File: config.mk
export PLATFORM = sky130hd
export DESIGN_NAME = divider_and_reloading_timer
export DESIGN_NICKNAME = d
export VERILOG_FILES = /design/src/rtl/dart_pkg.sv /design/src/rtl/dart_regs.sv /design/src/rtl/divider_and_reloading_timer.sv
export VERILOG_INCLUDE_DIRS = /design/src /design/src/rtl
export SDC_FILE = /design/constraint.sdc
export NUM_CORES = 1
export LEC_CHECK = 0
export CAP_MARGIN = 40
export CELL_PAD_IN_SITES_DETAIL_PLACEMENT = 2
export CELL_PAD_IN_SITES_GLOBAL_PLACEMENT = 2
export CORE_MARGIN = 2
export CORE_UTILIZATION = 35
export CTS_CLUSTER_SIZE = 30
export DETAILED_ROUTE_END_ITERATION = 12
export DONT_BUFFER_PORTS = 1
export HOLD_SLACK_MARGIN = 0.03
export PLACE_DENSITY = 0.72
export SYNTH_ARGS = -nofsm -noshare
export SYNTH_HDL_FRONTEND = slang
export SYNTH_SLANG_ARGS = --single-unit
File: constraint.sdc
create_clock -name i_clk -period 4.68 [get_ports i_clk]
set_input_delay 0.936 -clock i_clk [delete_from_list [all_inputs] [get_ports i_clk]]
set_output_delay 0.936 -clock i_clk [all_outputs]
set_load 0.02 [all_outputs]
File: src/rtl/assert_macros.svh
// Assertion macros shared by the timer RTL.
`ifndef ASSERT_MACROS_SVH
`define ASSERT_MACROS_SVH

// Clocked check that is switched off while reset is held.
`define DART_ASSERT(lbl, clk, rst_n, prop) \
    lbl: assert property (@(posedge clk) disable iff (!rst_n) prop) \
        else $error("timer assertion failed");

// Clocked check that must also hold while reset is held.
`define DART_ASSERT_ALWAYS(lbl, clk, prop) \
    lbl: assert property (@(posedge clk) prop) \
        else $error("timer assertion failed");

`endif

File: src/rtl/dart_pkg.sv
package dart_pkg;

    // Request kinds.
    localparam logic [1:0] REQ_ADVANCE = 2'd0;
    localparam logic [1:0] REQ_READ    = 2'd1;
    localparam logic [1:0] REQ_WRITE   = 2'd2;

    // Register addresses.
    localparam logic [15:0] ADDR_DIV  = 16'hFF04;
    localparam logic [15:0] ADDR_TIMA = 16'hFF05;
    localparam logic [15:0] ADDR_TMA  = 16'hFF06;
    localparam logic [15:0] ADDR_TAC  = 16'hFF07;

    // Rate selections held in the low two control bits.
    localparam logic [1:0] RATE_1024 = 2'd0;
    localparam logic [1:0] RATE_16   = 2'd1;
    localparam logic [1:0] RATE_64   = 2'd2;
    localparam logic [1:0] RATE_256  = 2'd3;

    localparam int TAC_EN_BIT = 2;

    typedef struct packed {
        logic [1:0]  req_type;
        logic [7:0]  cycle_count;
        logic [15:0] bus_address;
        logic [7:0]  write_data;
    } t_req;

    // Mask of prescaler bits that lie below the selected period.
    function automatic logic [9:0] period_mask(input logic [1:0] rate);
        logic [9:0] mask;
        case (rate)
            RATE_1024: mask = 10'h3FF;
            RATE_16:   mask = 10'h00F;
            RATE_64:   mask = 10'h03F;
            RATE_256:  mask = 10'h0FF;
            default:   mask = 10'h3FF;
        endcase
        return mask;
    endfunction

endpackage

File: src/rtl/dart_regs.sv
`include "assert_macros.svh"

module dart_regs (
    input  logic               i_clk,
    input  logic               i_rst_n,
    input  logic               i_en,
    input  dart_pkg::t_req     i_req,
    output logic [7:0]         o_read_data
);

    logic [15:0] r_div_cnt;
    logic [7:0]  r_tima;
    logic [9:0]  r_prescale;
    logic [7:0]  r_tma;
    logic [2:0]  r_tac;

    logic [15:0] n_div_cnt;
    logic [7:0]  n_tima;
    logic [9:0]  n_prescale;
    logic [7:0]  n_tma;
    logic [2:0]  n_tac;

    logic [10:0] sum;
    logic [6:0]  ticks;
    logic [9:0]  remainder;
    logic [8:0]  tima_next;

    // Prescaler plus elapsed cycles, split into whole ticks and leftover cycles.
    always_comb begin
        sum = {1'b0, r_prescale} + {3'b000, i_req.cycle_count};
        case (r_tac[1:0])
            dart_pkg::RATE_1024: begin
                ticks     = {6'b0, sum[10]};
                remainder = sum[9:0];
            end
            dart_pkg::RATE_16: begin
                ticks     = sum[10:4];
                remainder = {6'b0, sum[3:0]};
            end
            dart_pkg::RATE_64: begin
                ticks     = {2'b0, sum[10:6]};
                remainder = {4'b0, sum[5:0]};
            end
            dart_pkg::RATE_256: begin
                ticks     = {4'b0, sum[10:8]};
                remainder = {2'b0, sum[7:0]};
            end
            default: begin
                ticks     = {6'b0, sum[10]};
                remainder = sum[9:0];
            end
        endcase
        tima_next = {1'b0, r_tima} + {2'b00, ticks};
    end

    always_comb begin
        n_div_cnt  = r_div_cnt;
        n_tima     = r_tima;
        n_prescale = r_prescale;
        n_tma      = r_tma;
        n_tac      = r_tac;
        case (i_req.req_type)
            dart_pkg::REQ_ADVANCE: begin
                n_div_cnt = r_div_cnt + {8'h00, i_req.cycle_count};
                if (r_tac[dart_pkg::TAC_EN_BIT]) begin
                    // Any carry out of TIMA reloads it and drops what is left over.
                    if (tima_next[8]) begin
                        n_tima     = r_tma;
                        n_prescale = '0;
                    end else begin
                        n_tima     = tima_next[7:0];
                        n_prescale = remainder;
                    end
                end
            end
            dart_pkg::REQ_WRITE: begin
                case (i_req.bus_address)
                    dart_pkg::ADDR_DIV: begin
                        n_div_cnt = '0;
                    end
                    dart_pkg::ADDR_TIMA: begin
                        n_tima     = i_req.write_data;
                        n_prescale = '0;
                    end
                    dart_pkg::ADDR_TMA: begin
                        n_tma = i_req.write_data;
                    end
                    dart_pkg::ADDR_TAC: begin
                        n_tac      = i_req.write_data[2:0];
                        n_prescale = '0;
                    end
                    default: begin
                    end
                endcase
            end
            default: begin
            end
        endcase
    end

    always_comb begin
        o_read_data = '0;
        if (i_req.req_type == dart_pkg::REQ_READ) begin
            case (i_req.bus_address)
                dart_pkg::ADDR_DIV:  o_read_data = r_div_cnt[15:8];
                dart_pkg::ADDR_TIMA: o_read_data = r_tima;
                dart_pkg::ADDR_TMA:  o_read_data = r_tma;
                dart_pkg::ADDR_TAC:  o_read_data = {5'b00000, r_tac};
                default:             o_read_data = '0;
            endcase
        end
    end

    always_ff @(posedge i_clk) begin
        if (!i_rst_n) begin
            r_div_cnt  <= '0;
            r_tima     <= '0;
            r_prescale <= '0;
            r_tma      <= '0;
            r_tac      <= '0;
        end else if (i_en) begin
            r_div_cnt  <= n_div_cnt;
            r_tima     <= n_tima;
            r_prescale <= n_prescale;
            r_tma      <= n_tma;
            r_tac      <= n_tac;
        end
    end

    `DART_ASSERT(a_prescale_below_period, i_clk, i_rst_n,
        (r_prescale & ~dart_pkg::period_mask(r_tac[1:0])) == 10'h000)
    `DART_ASSERT(a_div_write_clears, i_clk, i_rst_n,
        i_en && i_req.req_type == dart_pkg::REQ_WRITE
        && i_req.bus_address == dart_pkg::ADDR_DIV |=> r_div_cnt == 16'h0000)

endmodule

File: src/rtl/divider_and_reloading_timer.sv
// Divider and reloading timer with DIV, TIMA, TMA and TAC registers.
// Requests arrive on the input channel (i_valid / o_stall): an advance of
// i_cycle_count cycles, a register read or a register write at
// i_bus_address. A transfer takes place at a rising edge with valid high
// and stall low. Every request yields exactly one result transfer on the
// output channel (o_valid / i_stall) carrying o_read_data, which is the
// register byte for a read and zero otherwise.
// A request is held in an input register; its state update and read
// data are formed by adders, a shift selected by the TAC rate and a carry
// check, and the result is captured in an output register, which drives
// o_valid. One request per cycle is sustained while the receiver does not
// stall; the single timer register set is updated as each request passes
// into the output register.
// When the receiver stalls, the result is held and one further request
// may still be taken into the input register; o_stall rises only when both
// registers are full and the output is stalled.
// Synchronous reset clears every timer register (timer off, divide by
// 1024) and empties both pipeline registers.
`include "assert_macros.svh"

module divider_and_reloading_timer (
    input  logic        i_clk,
    input  logic        i_rst_n,
    input  logic        i_valid,
    output logic        o_stall,
    input  logic [1:0]  i_req_type,
    input  logic [7:0]  i_cycle_count,
    input  logic [15:0] i_bus_address,
    input  logic [7:0]  i_write_data,
    output logic        o_valid,
    input  logic        i_stall,
    output logic [7:0]  o_read_data
);

    logic           r_in_valid;
    dart_pkg::t_req r_req;
    logic           r_out_valid;
    logic [7:0]     r_read_data;

    logic           advance;
    logic           in_load;
    logic [7:0]     read_data;

    // The stored request moves on whenever the output register is free or
    // is being emptied by a transfer in this cycle.
    assign advance = r_in_valid && (!r_out_valid || !i_stall);
    assign o_stall = r_in_valid && !advance;
    assign in_load = i_valid && !o_stall;

    dart_regs u_regs (
        .i_clk       (i_clk),
        .i_rst_n     (i_rst_n),
        .i_en        (advance),
        .i_req       (r_req),
        .o_read_data (read_data)
    );

    always_ff @(posedge i_clk) begin
        if (!i_rst_n) begin
            r_in_valid <= 1'b0;
        end else if (in_load) begin
            r_in_valid <= 1'b1;
        end else if (advance) begin
            r_in_valid <= 1'b0;
        end
    end

    always_ff @(posedge i_clk) begin
        if (in_load) begin
            r_req.req_type    <= i_req_type;
            r_req.cycle_count <= i_cycle_count;
            r_req.bus_address <= i_bus_address;
            r_req.write_data  <= i_write_data;
        end
    end

    always_ff @(posedge i_clk) begin
        if (!i_rst_n) begin
            r_out_valid <= 1'b0;
        end else if (advance) begin
            r_out_valid <= 1'b1;
        end else if (!i_stall) begin
            r_out_valid <= 1'b0;
        end
    end

    always_ff @(posedge i_clk) begin
        if (advance) begin
            r_read_data <= read_data;
        end
    end

    assign o_valid     = r_out_valid;
    assign o_read_data = r_read_data;

    `DART_ASSERT(a_full_stall_keeps_both, i_clk, i_rst_n,
        r_in_valid && r_out_valid && i_stall |=> r_in_valid && r_out_valid)
    `DART_ASSERT(a_result_has_source, i_clk, i_rst_n,
        $rose(r_out_valid) |-> $past(r_in_valid))
    `DART_ASSERT_ALWAYS(a_reset_empties, i_clk,
        !i_rst_n |=> !r_in_valid && !r_out_valid)

endmodule

==> qor.csv <==
metric,value,unit
Max transition margin,37.8,%
Reg-to-Reg End,u_regs.r_tima[4]$_SDFFE_PN0P_,
Comb pwr share,5.2,%
TritonCTS Buffers,9,
Worst EP required,4910,ps
CTS Hold Bufs,0,
global-route wire length before repair,20500,um
# diodes,0,
CP endpoint kind,register,
via count of the first global-routing pass,3692,
worst-skew pair later-pin latency,360,ps
clock sink count,89,
initial antenna violation count,1,
Multi-input gate area,0.00235,sq mm
pins over their slew limit,0,
clk_skew,13.2,ps
I/O Pins,48,
leading register cell type out of synthesis,dfxtp_1,
gpl congestion,0.796,
Post-Syn Nets,514,
Startpoint Class,register,
TritonRoute pass-1 iters,4,
Period minus WS final,4460,ps
start point of the critical path,r_req[24]$_DFFE_PP_,
crit path to,u_regs.r_tima[4]$_SDFFE_PN0P_,
Bufs on Longest Clock Path,2,
GRT Total Usage,19.1,%
cell area power density,325,mW/mm^2
largest family of logic cells by synthesized area,compound AO/OA/AOI/OAI gates,
Synth warnings,0,
Tot Pwr,1.69,mW
worst reg-to-reg setup slack,220,ps
Mapped Avg Cell Area,10.3,sq um
DRC,0,
pre-CTS WS,43.7,ps
H-Tree Depth,3,
Post-Synth Simple-Gate Area,16.0,%
leakage,1.92,nW
outcome,completed,
layout cells sized above 1,10.3,%
Worst Reg-to-Reg Cells,19,
Post-Synth XOR/XNOR Area,3.41,%
Yosys cell types,62,
Root Buffer,clkbuf_16,
share of the synthesized area in the top cell type,27.3,%
largest net degree at the start of global routing,30,
post-synthesis sequential area ratio,47.6,%
Rows,42,
worst setup path class,register to register,
Syn Std Cell Area,0.00463,sq mm
TritonCTS clock tree,yes,
largest area contributor in the netlist,edfxtp_1,
dpl cells,614,
hpwl dp,9870,um
Core Region,0.0131,sq mm
peak supply drop,0.237,mV
Worst Path Max Fanout,6,
filler instances,1374,
number of synthesized flops with an enable pin,42,
Critical Path AT,4680,ps
routed vias/inst,5.55,
total congestion overflow,0,
"antenna viol nets, final",0,
Min-Delay Path Class,register to register,
Die Ht,119,um
Final nets,514,
Max-Cap Viols,0,
initial DRC count,199,
Initial Util,35.4,%
synth cell count leaders,"nor2_1 (58), dfxtp_1 (47), edfxtp_1 (42)",
worst-margin pin slew,925,ps
Fmax achieved,0.224,GHz
Net Sw Frac,23.8,%
top-count cell post-synth,nor2_1,
net switching power,0.402,mW
endpoints failing setup,0,
vias post-DR,3502,
post-synthesis mux area share,6.14,%
Int Power,1.28,mW
post-synthesis compound-gate area fraction,16.8,%
Adder-Cell Fraction of Synth Area,7.52,%
power share of the clock group,43.2,%
dominant cells by area after synthesis,"edfxtp_1 (27%), dfxtp_1 (20%), ha_1 (6.2%)",
drt wl/cell,20.9,um
Clock Pin Slew Worst Setup and Hold Paths,70,ps
Seq pwr share,51.6,%
IO buf count,0,
Die Span X,119,um
"Cell Count, Final, Fillers Out",631,
Reg area,0.00220,sq mm
full die area,0.0142,sq mm
Final Worst Setup Slack,224,ps
Fin. Hold Viols,0,
"FFs w/ async S/R, synth",0,%
post-synthesis cell count,450,
drt total wl,13200,um
final cycle utilization of the critical path,95.2,%
#FFs+latches synth,89,
worst r2r src,r_req[24]$_DFFE_PP_,
Area Overhead vs Synth,12.0,%
==> flip-flops by register name, summed over array words and instances, names as in the netlist <==
register           count
o_read_data            8
o_valid                1
r_in_valid             1
r_req                 34
u_regs.r_div_cnt      16
u_regs.r_prescale     10
u_regs.r_tac           3
u_regs.r_tima          8
u_regs.r_tma           8
==> cell type report <==
class,count,share of cell area (%)
multi-input combinational,330,45.4
sequential,89,42.5
clock buffer,12,5.17
tap,176,4.25
inverter,15,1.09
timing repair buffer,5,0.990
clock inverter,4,0.628
==> layout by cell type (no fill, tap or decap), types with 10 or more instances in the layout <==
master | synthesis | routed
edfxtp_1 | 42 | 42
dfxtp_1 | 47 | 47
mux2i_1 | 16 | 16
a21oi_1 | 33 | 33
nand2_1 | 28 | 28
ha_1 | 23 | 22
nor2b_1 | 11 | 10
o21ai_0 | 23 | 23
inv_1 | 15 | 15
xor2_1 | 13 | 13
clkbuf_16 | 0 | 10
nor2_1 | 58 | 58
==> power groups by stage <==
stage / Sequential [mW] / Combinational (mW) / Clock, mW
after detailed placement: 0.886 / 0.0881 / 0
after global routing: 0.872 / 0.0982 / 0.782
after CTS: 0.869 / 0.0892 / 0.753
final: 0.869 / 0.0880 / 0.729
after global placement: 0.885 / 0.0813 / 0
after floorplan: 0.872 / 0.0709 / 0
==> how the worst min path moves through the flow <==
stage | startpoint | to | cells past startpoint
4_1_cts | u_regs.r_prescale[3]$_SDFFE_PN0P_ | u_regs.r_prescale[3]$_SDFFE_PN0P_ | 2
6_report | u_regs.r_prescale[3]$_SDFFE_PN0P_ | u_regs.r_prescale[3]$_SDFFE_PN0P_ | 2
3_5_place_dp | u_regs.r_prescale[3]$_SDFFE_PN0P_ | u_regs.r_prescale[3]$_SDFFE_PN0P_ | 2
2_1_floorplan | u_regs.r_prescale[0]$_SDFFE_PN0P_ | u_regs.r_prescale[0]$_SDFFE_PN0P_ | 2
5_1_grt | u_regs.r_prescale[0]$_SDFFE_PN0P_ | u_regs.r_prescale[0]$_SDFFE_PN0P_ | 2
3_3_place_gp | u_regs.r_prescale[3]$_SDFFE_PN0P_ | u_regs.r_prescale[3]$_SDFFE_PN0P_ | 2
==> per-stage QoR <==
step | TNS, ps | instance area (sq um) | hold WS [ps] | util (%)
after floorplan | 0 | 4630 | 429 | -
after global placement | 0 | 4810 | 447 | 36.8
after detailed placement | 0 | 4830 | 467 | 36.9
after CTS | 0 | 5140 | 482 | 39.3
after global routing | -10.1 | 5180 | 513 | 39.6
final | 0 | 5180 | 472 | 39.6
==> cells by family (layout without fill, tap and decap cells) <==
family / count (synthesis) / after routing
AO/OA/AOI/OAI: 117 / 117
AND/OR/NAND/NOR: 146 / 146
buffers and inverters: 31 / 36
XOR/XNOR: 18 / 18
multiplexers: 23 / 23
flip-flops: 89 / 89
adder cells (fa/ha/maj): 26 / 26
==> routing by layer <==
metal | wire length (um) | track usage [%]
met5 | 0 | 0
met1 | 5460 | 22.6
met3 | 545 | 5.41
met2 | 6970 | 33.9
met4 | 197 | 4.99
==> worst max-delay path: stages (launching register included) <==
cell and delay (ps):
edfxtp_1 380, ha_2 210, inv_1 70, fa_1 400
nor2b_1 170, o31a_1 160, o21ai_0 110, a211o_1 370
xnor2_2 180, mux4_2 480, ha_1 220, inv_1 90
fa_2 200, nand2b_4 140, a211oi_2 90, o31ai_4 350
buf_6 170, mux2_2 320, nor2_1 110, o22ai_1 100
==> repair_timing <==
action                                  4_1_cts  5_1_grt
cloned                                        0        0
buffers inserted                              0        0
pin swaps                                     0        2
endpoints found under the setup margin        1       12
gates resized for setup                       1        7
(Power assumes the default switching activity.)
